==> config.mk <==
export PLATFORM = sky130hd
export DESIGN_NAME = cof_ram
export DESIGN_NICKNAME = d
export VERILOG_FILES = /design/src/rtl/core/cof_ram.sv
export SDC_FILE = /design/constraint.sdc
export NUM_CORES = 1
export LEC_CHECK = 0
export BUFFER_PORTS_ARGS = -buffer_cell sky130_fd_sc_hd__buf_2
export CELL_PAD_IN_SITES_DETAIL_PLACEMENT = 2
export CELL_PAD_IN_SITES_GLOBAL_PLACEMENT = 2
export CORE_MARGIN = 2
export CORE_UTILIZATION = 40
export CTS_BUF_LIST = sky130_fd_sc_hd__clkbuf_8 sky130_fd_sc_hd__clkbuf_16
export CTS_CLUSTER_DIAMETER = 60
export DETAILED_ROUTE_END_ITERATION = 16
export PLACE_DENSITY_LB_ADDON = 0.1
export SYNTH_ARGS = -nofsm -noshare
export SYNTH_HDL_FRONTEND = slang
export SYNTH_SLANG_ARGS = --single-unit
==> constraint.sdc <==
create_clock -name clk_i -period 3.3 [get_ports clk_i]
set_input_delay 0.165 -clock clk_i [delete_from_list [all_inputs] [get_ports clk_i]]
set_output_delay 0.165 -clock clk_i [all_outputs]
set_load 0.05 [all_outputs]
==> src/rtl/core/cof_ram.sv <==
// Generic simple dual-port RAM with registered read data.
module cof_ram #(
  parameter int WIDTH = 8,
  parameter int DEPTH = 16,
  localparam int AW = (DEPTH > 1) ? $clog2(DEPTH) : 1
) (
  input  logic             clk_i,
  input  logic             we_i,
  input  logic [AW-1:0]    waddr_i,
  input  logic [WIDTH-1:0] wdata_i,
  input  logic [AW-1:0]    raddr_i,
  output logic [WIDTH-1:0] rdata_o
);

  logic [WIDTH-1:0] mem_q [DEPTH];

  // Write port and registered read port
  always_ff @(posedge clk_i) begin
    if (we_i) begin
      mem_q[waddr_i] <= wdata_i;
    end
    rdata_o <= mem_q[raddr_i];
  end

endmodule

### Word-level counts from Yosys, hierarchy flattened

Memories as Yosys holds them, arrays and structs flattened. A register that Yosys moved wholly into a read port is not among the register bits.
Cells that the tools add are included.

| operators by class | value |
|---|---|
| add/sub/neg operators | 0 |
| $mul | 0 |
| div/mod/pow operators | 0 |
| magnitude comparators | 0 |
| equality and inequality tests | 0 |
| shift operators | 0 |
| mux-type cells | 2 |
| bitwise gates (word level) | 0 |
| reductions and logical operators | 0 |

Operators with widths:

| kind | count |
|---|---|
| $mux 1 | 2 |

| word-level totals | value |
|---|---|
| register bits after elaboration | 0 |
| bits in latches | 0 |
| bits in writable memories | 128 |
| bits in read-only memories | 0 |
| input port bits | 18 |
| memories kept | 1 |

Memories:

| memory | depth | bits a word | rd ports | clocked after memory_dff | write ports | RTL line | text |
|---|---|---|---|---|---|---|---|
| mem_q | 16 | 8 | 1 | 1 | 1 | 15 | `logic [WIDTH-1:0] mem_q [DEPTH];` |

### Depth between registers and ports, before layout

| logic depth | value |
|---|---|
| depth after elaboration | 2 |
| mapped depth | 5 |
| mapped depth without buffers | 3 |

### Worst setup path before layout

OpenSTA, ideal clock, no wires.

| path | value |
|---|---|
| path kind | input to register |
| start | input port waddr_i[2] |
| end | memory mem_q[0][0], enable pin |
| setup time | 0.383 ns |
| data arrival time | 1.275 ns |
| required time | 2.917 ns |
| path slack | 1.642 ns |
| cell stages on the path | 2 |
| path buffers | 0 |
| path through | or3b_2 nor3_1 |

RTL lines:

| element | RTL line | text |
|---|---|---|
| start, declared | 9 | `input logic [AW-1:0] waddr_i,` |
| end, declared | 15 |  |

No word-level cell before the write port.

==> results.txt <==
The run finished with clean final reports. The data required time of the worst path came out at 3600 ps. The number of synthesized register bits came out at 136. The number of iterations in the first detailed-routing pass is 4. The total of max-cap violations is 0. The arrival time of the worst setup path is between 1500 and 2000 ps. The number of clock sinks seen by CTS came out at 136. The clock insertion delay at the later pin of the skew report came out at just over 400 ps. Based on the critical path, the design can be clocked at up to approximately 0.64 GHz. The count of standard-cell rows came out at between 40 and 50. The net count of the mapped netlist came out at between 200 and 250. The vertical extent of the die came out at between 100 and 150 um. The number of global-route vias before repair is about 2600. The last weighted congestion value of the routability-driven placer came out at 0.673. The synthesis-to-layout area growth came out at 15.9%. In this run the clock root is driven by a clkbuf_16. Of the available clock period, the critical path in the final layout requires 47.5%.

The total clock buffers created by CTS is 17. The static power due to leakage is between 2 and 2.5 nW. The post-route clock skew is between 5 and 6 ps. The maximum clock insertion buffer count came out at 2. Detailed placement finished with a half-perimeter wire length of just over 7000 um. The starting utilization of the core area is about 41%. The via count normalized by instance count is 5.37. The residual antenna-violating net count after detailed routing came out at 0. Once the clock tree was built, the setup fixing pass inserted 0 buffers. The share of synthesized area occupied by flip-flops and latches is between 70 and 80%. Setup violations remaining at the end of the flow were counted as 0. The switching power summed over all nets is 792 uW. The sequential cell fraction of total power is between 50% and 60%. Headroom to the max-slew limit came out at 26.5%.

From left edge to right edge, the die measures approximately 120 um. TritonCTS built the clock tree. The count of endpoints failing hold in the final timing report came out at 0. In this run the worst setup path begins at raddr_i[0]. edfxtp_1 takes more of the synthesized area than any other cell.

The non-filler instance count after layout came out at between 400 and 500. The count of hold-fix buffers inserted at cts came out at 0. STA classifies the critical path startpoint as a primary input. The initial antenna violation count came to 0. The maximum number of pins on one net before global-route repair came out at 33. The net count reported at finish came out at slightly below 300.

The post-layout minimum cycle time came out at about 1600 ps. The max-slew violation count came out at 0. The total number of vias came out at 2438. In the routed design, unresolved DRC markers number 0. The worst register-to-register path begins at mem_q[2][6]. The port buffer count is 25. The synthesized netlist cell count came out at approximately 230. The highest fanout seen on the critical path came out at 18. In this run the worst setup path terminates at rdata_o[5]. The cell area after technology mapping came out at just over 5000 sq um.

The worst reg-to-reg path cell count came out at 3. The top cell type by area accounts for 74.7% of the synthesized area. The total instance count after detailed placement came out at 424. The standard cell core area came out at between 10000 and 15000 sq um. The die area came out at roughly 14000 sq um. The number of warnings reported in the yosys synthesis log came out at 0. The path type of the worst min-delay path is primary input to flip-flop. Setup repair after global routing left no endpoint under its margin. The number of antenna cells inserted came out at 0. The detail-routed net length per standard cell came out at around 24 um. The power density over the cells came out at approximately 640 nW/um^2. The first global-routing pass estimated ~17000 um of wire. Gates resized during post-CTS repair numbered 0.

The launch instance of the worst min-delay path is wdata_i[6]. The worst-case IR drop observed on VDD is 0.358 mV. The global-route usage over all layers is 17.3%. In the post-synthesis netlist, the biggest area contributors are edfxtp_1 (75%), mux4_2 (7.9%), mux4_1 (7.1%). The number of top-level pins came out at 26. The layout has 1124 filler cells. The clock transition at the registers of the reported paths is 50 ps.

Of the cells placed in the final design, the portion with a size suffix greater than 1 is between 20 and 30%. The total wirelength of the detailed-routed design came out at roughly 11000 um. The fraction of power spent switching nets is 20.9%. The actual transition at the worst max-transition pin came out at roughly 1100 ps. The H-tree level count came out at 4. The setup TNS came out at 0 ps. The final global-route overflow total is 0.

The synthesized netlist contains 19 unique library cells. The setup slack of the worst register-to-register path is around 1800 ps. The internal portion of the total power is 3.00 mW.

The endpoint identified for the worst register-to-register timing path is rdata_o[6]. The combinational cell fraction of total power is approximately 5.6%. The starting DRC count in detailed routing came out at ~150. The part of the total power dissipated in the clock network is between 40% and 50%. The worst setup path is captured at a flip-flop. Each instance of the synthesized netlist takes up on average between 20 and 25 sq um.

The critical path in this run is classified as primary input to flip-flop.
-- power by group through the flow --
| stage | clock (mW) | combinational, mW | sequential [mW] |
|---|---|---|---|
| after detailed placement | 0 | 0.218 | 1.98 |
| final | 1.63 | 0.212 | 1.95 |
| after global routing | 1.73 | 0.231 | 1.95 |
| after floorplan | 0 | 0.0980 | 2.02 |
| after global placement | 0 | 0.214 | 1.98 |
| after CTS | 1.67 | 0.218 | 1.95 |
-- cell type report --
type / instances / area, sq um / share of cell area (%)
Sequential cell: 136 / 4000 / 67.1
Tap cell: 172 / 215 / 3.61
Clock buffer: 17 / 425 / 7.13
Clock inverter: 13 / 78.8 / 1.32
Multi-Input combinational cell: 83 / 1060 / 17.7
Timing Repair Buffer: 33 / 185 / 3.10
-- how the worst min path moves through the flow --
stage / cells after the start / to / slack, ps
final: 1 / mem_q[7][6] / 150
after global routing: 1 / mem_q[10][0] / 150
after CTS: 1 / mem_q[14][7] / 130
after detailed placement: 1 / mem_q[11][7] / 570
after global placement: 1 / mem_q[11][7] / 560
after floorplan: 0 / mem_q[0][0] / 260
-- state kept, by name (all words and copies together), names as in the netlist --
| register | flops |
|---|---|
| mem_q | 128 |
| rdata_o | 8 |
-- worst max-delay path: stages --
cell	delay [ps]
buf_2	490
buf_4	330
mux4_1	580
a22oi_1	210
nand2_1	80
-- cells in the mapped netlist, drive strengths merged --
| library cell | number |
|---|---|
| nand3 | 1 |
| dfxtp | 8 |
| buf | 7 |
| and2b | 1 |
| nand2b | 2 |
| or3b | 1 |
| nor2b | 1 |
| nand2 | 9 |
| clkdlybuf4s25 | 3 |
| nand3b | 2 |
| nor2 | 13 |
| nor3 | 4 |
| edfxtp | 128 |
| mux4 | 32 |
| a22oi | 16 |
| and2 | 1 |
-- logic make-up after synthesis --
| family | after synthesis | share of synthesized area [%] |
|---|---|---|
| AO/OA/AOI/OAI | 16 | 2.33 |
| buffers and inverters | 10 | 1.68 |
| flip-flops | 136 | 77.8 |
| multiplexers | 32 | 15.0 |
| AND/OR/NAND/NOR | 35 | 3.18 |
-- per-stage QoR --
stage | utilization [%] | power [mW] | worst slack [ps] | area (sq um) | hold WS (ps)
floorplan | - | 2.11 | 1640 | 5150 | 264
global placement | 43.5 | 2.19 | 1280 | 5460 | 565
detailed placement | 43.5 | 2.20 | 1230 | 5460 | 572
CTS | 47.5 | 3.83 | 1670 | 5970 | 132
global route | 47.5 | 3.91 | 1600 | 5970 | 148
finish | 47.5 | 3.79 | 1730 | 5970 | 151
-- layout by cell type, fill, tap and decap left out, drive strengths merged, types with 2 or more instances in the layout --
cell type | Yosys | final
a22oi | 16 | 16
buf | 7 | 33
clkbuf | 0 | 17
clkinv | 0 | 5
dfxtp | 8 | 8
edfxtp | 128 | 128
inv | 0 | 7
mux4 | 32 | 32
nand2 | 9 | 9
nand2b | 2 | 2
nand3b | 2 | 2
nor2 | 13 | 13
nor3 | 4 | 4
-- layer usage --
layer	vias up	wire length [um]	GRT usage, %
met5	-	0	0
met4	0	174	7.23
met3	18	485	4.72
met2	57	5290	26.2
met1	1310	5010	23.7
li1	1053	-	-
(Power assumes the default switching activity.)
