===== config.mk =====
export PLATFORM = sky130hd
export DESIGN_NAME = cof_overlap
export DESIGN_NICKNAME = d
export VERILOG_FILES = /design/src/rtl/core/cof_pkg.sv /design/src/rtl/core/cof_overlap.sv
export SDC_FILE = /design/constraint.sdc
export NUM_CORES = 2
export LEC_CHECK = 0
export BUFFER_PORTS_ARGS = -buffer_cell sky130_fd_sc_hd__buf_2
export CORE_MARGIN = 4
export CORE_UTILIZATION = 55
export CTS_BUF_LIST = sky130_fd_sc_hd__clkbuf_4
export DETAILED_ROUTE_END_ITERATION = 7
export PLACE_DENSITY = 0.75
export SLEW_MARGIN = 20
export SYNTH_ARGS = -nofsm -noshare
export SYNTH_HDL_FRONTEND = slang
export SYNTH_SLANG_ARGS = --single-unit

===== constraint.sdc =====
create_clock -name clk_i -period 3.5 [get_ports clk_i]
set_input_delay 0.35 -clock clk_i [delete_from_list [all_inputs] [get_ports clk_i]]
set_output_delay 0.35 -clock clk_i [all_outputs]
set_load 0.01 [all_outputs]

===== src/rtl/core/cof_pkg.sv =====
// Shared types and constants for the circle overlap first-match block.
package cof_pkg;

  // Request codes carried by req_type
  typedef enum logic [1:0] {
    REQ_WR_ENTRY  = 2'd0,
    REQ_WR_PLAYER = 2'd1,
    REQ_QRY_PLAYER = 2'd2,
    REQ_QRY_ENTRY = 2'd3
  } req_e;

  // Register index of active_count (byte address bit 2 selects the register)
  localparam logic REG_ACTIVE_COUNT = 1'b0;

  // One stored circle
  typedef struct packed {
    logic signed [15:0] x;
    logic signed [15:0] y;
    logic [11:0]        r;
    logic               moving;
  } circ_t;

  localparam int CIRC_W = $bits(circ_t);

  // One result item
  typedef struct packed {
    logic       hit;
    logic [5:0] partner;
    logic       is_player;
  } res_t;

endpackage


===== src/rtl/core/cof_overlap.sv =====
// Two-stage pipelined circle overlap test: squares, then sum and compare.
module cof_overlap #(
  parameter int TAG_W = 7
) (
  input  logic                clk_i,
  input  logic                rst_ni,
  input  logic                valid_i,
  input  logic [TAG_W-1:0]    tag_i,
  input  cof_pkg::circ_t      a_i,
  input  cof_pkg::circ_t      b_i,
  output logic                busy_o,
  output logic                valid_o,
  output logic [TAG_W-1:0]    tag_o,
  output logic                overlap_o
);

  logic signed [16:0] dx, dy;
  logic signed [33:0] dxx, dyy;
  logic [12:0]        rs;
  logic [25:0]        rss;

  logic               s1_v_q;
  logic [TAG_W-1:0]   s1_tag_q;
  logic [31:0]        dxx_q, dyy_q;
  logic [25:0]        rss_q;
  logic [32:0]        d2;

  // Differences and squares
  assign dx  = {a_i.x[15], a_i.x} - {b_i.x[15], b_i.x};
  assign dy  = {a_i.y[15], a_i.y} - {b_i.y[15], b_i.y};
  assign dxx = dx * dx;
  assign dyy = dy * dy;
  assign rs  = 13'({1'b0, a_i.r} + {1'b0, b_i.r} + 13'd1);
  assign rss = rs * rs;

  // Squared distance against the square of the radius sum plus one
  assign d2 = {1'b0, dxx_q} + {1'b0, dyy_q};

  always_ff @(posedge clk_i or negedge rst_ni) begin
    if (!rst_ni) begin
      s1_v_q  <= 1'b0;
      valid_o <= 1'b0;
    end else begin
      s1_v_q  <= valid_i;
      valid_o <= s1_v_q;
    end
  end

  always_ff @(posedge clk_i) begin
    s1_tag_q  <= tag_i;
    dxx_q     <= dxx[31:0];
    dyy_q     <= dyy[31:0];
    rss_q     <= rss;
    tag_o     <= s1_tag_q;
    overlap_o <= d2 < {7'd0, rss_q};
  end

  assign busy_o = s1_v_q;

endmodule


=== Word level (Yosys, flattened, before mapping) ===
Index checks and enable logic that the tools add are counted.

* Equal/unequal tests: 0
* Reductions and logical operators: 0
* Bitwise operators: 0
* Div/mod/pow operators: 0
* Order comparisons: 1
* $add $sub $neg: 5
* Shift-type cells: 0
* Mux-type cells: 0
* $mul: 3

{| class="wikitable"
|+ Operators by type and width
! kind !! count
|-
| 17-bit by 17-bit multiplier with 32-bit output || 2
|-
| 16-bit by 16-bit subtractor with 17-bit output || 2
|-
| 32-bit by 32-bit adder with 33-bit output || 1
|-
| 33-bit by 26-bit < comparator with 1-bit output || 1
|-
| 13-bit by 13-bit multiplier with 26-bit output || 1
|-
| 12-bit by 12-bit adder with 13-bit output || 1
|-
| 13-bit by 1-bit adder with 13-bit output (second input constant) || 1
|}

* Output and inout bits: 10
* Memories: 0
* Memory bits (read-only): 0
* Logic and storage cells: 17
* Bits in registers: 107
* Bits in writable memories: 0
* Bits in latches: 0

=== Longest topological paths before layout ===
* Word-level depth: 3
* Mapped depth: 35
* Gate-level depth less buffers: 34

=== Worst setup path after synthesis ===
Ideal clock, no wire load.

* Kind: in2reg
* From: input port a_i[13] (netlist name)
* To: register dyy_q[31]
* Path buffers: 1
* Data arrival time: 7698 ps
* Cell stages on the path: 31
* Slack: -4328 ps
* Required time: 3370 ps
* Library setup time: 130 ps
* Cell sequence: inv_1 -> ha_1 -> inv_1 -> fa_1 -> a21oi_2 -> o2111ai_4 -> o31ai_4 -> o221ai_1 -> a21oi_1 -> xor2_1 -> inv_1 -> clkbuf_1 -> nand2_1 -> fa_1 -> fa_1 -> fa_1 -> inv_1 -> fa_1 -> inv_1 -> fa_1 -> inv_1 -> fa_1 -> ha_1 -> nand4_1 -> nor3_1 -> a2111oi_0 -> o211ai_1 -> a31oi_1 -> a21oi_1 -> a31oi_1 -> xnor3_1

* Longest elaborated chain between the ends: 2

{| class="wikitable"
|+ RTL lines
! what !! line !! RTL
|-
| from (decl) || cof_overlap.sv:9 || <nowiki>input cof_pkg::circ_t a_i,</nowiki>
|-
| 16-bit by 16-bit subtractor with 17-bit output || cof_overlap.sv:30 || <nowiki>assign dy = {a_i.y[15], a_i.y} - {b_i.y[15], b_i.y};</nowiki>
|-
| 17-bit by 17-bit multiplier with 32-bit output || cof_overlap.sv:32 || <nowiki>assign dyy = dy * dy;</nowiki>
|-
| via dyy[31] || cof_overlap.sv:18 || <nowiki>logic signed [33:0] dxx, dyy;</nowiki>
|-
| to (signal assigned) || cof_overlap.sv:52 || <nowiki>dyy_q <= dyy[31:0];</nowiki>
|-
| to (decl) || cof_overlap.sv:24 || <nowiki>logic [31:0] dxx_q, dyy_q;</nowiki>
|}

The timed path passes the listed nets, and every way through them passes these cells.

=== Final worst setup path ===
* From: input port b_i[14] (netlist name)
* To: register dyy_q[27]

* Longest elaborated chain between the ends: 2

{| class="wikitable"
|+ RTL lines
! what !! line !! RTL
|-
| from (decl) || cof_overlap.sv:10 || <nowiki>input cof_pkg::circ_t b_i,</nowiki>
|-
| 16-bit by 16-bit subtractor with 17-bit output || cof_overlap.sv:30 ||
|-
| 17-bit by 17-bit multiplier with 32-bit output || cof_overlap.sv:32 ||
|-
| via dyy[27] || cof_overlap.sv:18 ||
|}

The timed path passes the listed nets, and every way through them passes these cells.

==> results by group <==
Run status
  – Status: finished with violations
  – Failing checks: negative setup slack

Timing
  – Final Max Slew Viols: 0
  – Unrepaired setup endpoints after global routing: yes
  – Slew headroom: 0.487
  – Worst Max-Slew Pin Slew: 0.761 ns
  – Final Setup Violations: 78
  – Fin Hold WS: 0.130 ns
  – Final Critical Period: 7.24 ns
  – Skew final: 0.0327 ns
  – F_max: 0.138 GHz
  – Final hold viol count: 0
  – Final Cycle Share: 2.07
  – TNS Setup: -196.97 ns
  – Worst setup margin: -3.74 ns

Worst setup path
  – Crit-path leading delay family: adder cells
  – Crit path largest cell delay: 0.52 ns
  – Bufs and invs on worst path: 8
  – Element type at the critical path end: flop
  – Slowest cell on crit path: fa_1
  – Worst setup path class: in2reg
  – Required time worst endpoint: 3.91 ns
  – CP max FO: 5
  – Setup crit start kind: input pin
  – Critical Path AT: 7.66 ns
  – CP dominant cell by count: fa_1

Place
  – Final HPWL DP: 62.7 mm
  – Cell count after placement: 4565
  – Gp weighted congestion: 0.935
  – IO Port Bufs: 107
  – Placed inst area: 0.0361 sq mm

Synthesis
  – Async set or reset register ratio after synthesis: 0.0192
  – #FFs+latches synth: 104
  – Mapped Area: 0.0288 sq mm
  – Yosys cell types: 80
  – Top FF cell, synth: dfxtp_1
  – Complex-gate fraction of the synthesized area: 0.0785
  – Post-Synth Simple-Gate Area: 0.108
  – Register area share after synthesis: 0.0727
  – Mapped Avg Cell Area: 9.08 sq um
  – Syn nets: 4202
  – Multiplexer area fraction after synthesis: 0.00357
  – Post-Synth Adder-Cell Area: 0.567
  – Synth Warn #: 0
  – Synth Instances: 3167
  – XOR/XNOR Fraction of Synth Area: 0.0480
  – Largest family of logic cells by synthesized area: adder cells
  – EDFF count, synth: 0

Drt
  – Vias after detailed routing: 24200
  – Router iterations before antenna repair: 5
  – Starting DRT DRC Count: 1014
  – Post-route ant nets: 0
  – Post-Route WL: 75.2 mm
  – Drt wl/cell: 16.1 um
  – DR vias/cell: 5.17
  – DR DRC count: 0

Floorplanning
  – Row cnt: 83
  – Core Region: 0.0515 sq mm
  – Initial Utilization: 0.558
  – DIE AREA: 0.0560 sq mm
  – DIE HEIGHT: 237 um
  – DIE WIDTH: 237 um
  – # IOs: 110

Layout
  – Share of cells above drive strength 1: 0.337
  – Seq. cell area: 0.00209 sq mm
  – Fillers: 3348
  – Fin area: 0.0390 sq mm
  – Multi-input gate area: 0.0257 sq mm
  – Final nets: 5031
  – Area grow syn2layout: 35.5%
  – Post-route insts no fill: 4682

CTS
  – Clk Latency, worst-skew pair: 0.50 ns
  – Max Buffers Root-to-Sink: 2
  – Clock sinks: 104
  – CTS tree: yes
  – Reg clk slew, reported paths: 0.20 ns
  – Root Buffer: clkbuf_4
  – H-tree depth reported by CTS: 3
  – Num CTS Buffers: 9

Global routing
  – Largest net degree at the start of global routing: 20
  – Wire length of the first global-routing pass: 126 mm
  – GR Util All Layers: 0.269
  – Number of global-route vias before repair: 27400
  – GR Overflow Total: 0
  – Initial antenna violation count: 1

Min path
  – Min-delay worst type: in2async

Run
  – Reported max-cap violation count: 0
==> layout by cell type (no fill, tap or decap), drive strengths merged, types with 5 or more instances in the layout <==
cell and n:
buf 871, inv 863, fa 615, ha 320
nor2 308, nand2 193, xnor2 112, dfxtp 102
a21oi 94, a21o 52, o21ai 51, xor2 43
nor3 34, nand2b 25, nand3 24, o21a 21
or2 20, nor2b 19, and3 18, a31oi 16
nand4 15, and2 15, a211oi 15, o21bai 14
or3 10, o31ai 10, o211ai 9, clkbuf 9
dlygate4sd3 9, mux2i 8, a21boi 8, clkinv 8
a2111oi 5, o2111ai 5, and4 5
==> kinds of logic after synthesis <==
family | count (synthesis)
compound gates | 333
mux | 10
xor+xnor | 156
fa+ha+maj | 935
buf+inv | 927
simple gates | 701
flops | 104
other cells | 1
==> worst register-to-register path: stages, from the launching register on <==
cell and delay [ns]:
dfxtp_1 0.38, ha_1 0.31, a211oi_1 0.08, buf_4 0.15, nor4b_2 0.43, o2111ai_2 0.19
a21oi_1 0.27, o21ai_1 0.15, o21ai_1 0.18, a21o_1 0.16, a21oi_1 0.08, xnor2_1 0.13
ha_1 0.33, a22oi_1 0.18, nand3_1 0.12, a221oi_1 0.25, o21ai_0 0.13, nor3_1 0.24
nand4_1 0.12, nor3_1 0.18
==> sequential cells by signal, indices dropped and copies added (netlist names) <==
signal	flops
valid_o	1
overlap_o	1
tag_o	7
rss_q	25
dyy_q	31
dxx_q	31
busy_o	1
s1_tag_q	7
==> Yosys cell counts, drive strengths merged, types with 5 or more instances <==
library cell / instances / area, sq um
nor2b: 19 / 119
a211oi: 15 / 123
and3: 18 / 113
and2: 15 / 93.8
and4: 5 / 43.8
o21ai: 51 / 259
nand2: 193 / 724
o211ai: 9 / 67.6
o21bai: 14 / 105
a31oi: 16 / 100
o31ai: 10 / 88.8
a21o: 52 / 390
nand3: 24 / 120
fa: 615 / 12300
a2111oi: 5 / 62.6
xnor2: 112 / 981
xor2: 43 / 377
clkinv: 7 / 31.3
or3: 10 / 62.6
ha: 320 / 4000
or2: 20 / 125
nor2: 308 / 1160
o2111ai: 5 / 61.3
nand4: 15 / 93.8
inv: 858 / 3230
a21oi: 94 / 474
o21a: 21 / 158
nor3: 34 / 170
dfxtp: 102 / 2040
clkbuf: 59 / 221
a21boi: 8 / 60.1
mux2i: 8 / 80.1
nand2b: 25 / 156
==> through the flow <==
| step | setup WS (ns) | util |
|---|---|---|
| 2_1_floorplan | -3.89 | - |
| 3_3_place_gp | -4.29 | 0.701 |
| 3_5_place_dp | -4.53 | 0.701 |
| 4_1_cts | -3.61 | 0.737 |
| 5_1_grt | -3.94 | 0.756 |
| 6_report | -3.74 | 0.756 |
==> worst paths after layout <==
kind	from	endpoint	slack, ns	cells after the start
setup / recovery	b_i[14]	dyy_q[27]	-3.74	34
max in group asynchronous	rst_ni	busy_o	3.26	2
setup reg to reg	dxx_q[3]	overlap_o	-0.63	19
min in group clk_i	s1_tag_q[6]	tag_o[6]	0.33	0
hold / removal	rst_ni	valid_o	0.13	2
hold reg to reg	s1_tag_q[6]	tag_o[6]	0.33	0
==> final cells by class <==
| class | instances | area share |
|---|---|---|
| inverters | 865 | 0.0859 |
| well taps | 680 | 0.0218 |
| diodes | 1 | 0.0000642 |
| clock inverters | 7 | 0.00215 |
| flip-flops and latches | 104 | 0.0537 |
| multi-input cells | 2136 | 0.660 |
| clock buffers | 9 | 0.00173 |
| repair buffers | 880 | 0.175 |
==> routing by layer <==
metal,wire (um),vias up,global-route usage
li1,-,11200,-
met1,28700,12200,0.325
met2,40900,557,0.510
met3,3200,189,0.0304
met4,2370,0,0.0672
met5,0,-,0
==> what timing repair did <==
item / 4_1_cts / 5_1_grt
resized for setup: 273 / 165
pin swaps: 188 / 130
hold buffers: 9 / 0
setup endpoints to repair: 78 / 78
setup buffers: 61 / 41
endpoints found under the hold margin: 10 / 0
Power is left out: the tool's default activity adds up to more than one toggle a clock period on the data nets, which glitch-free logic cannot reach.
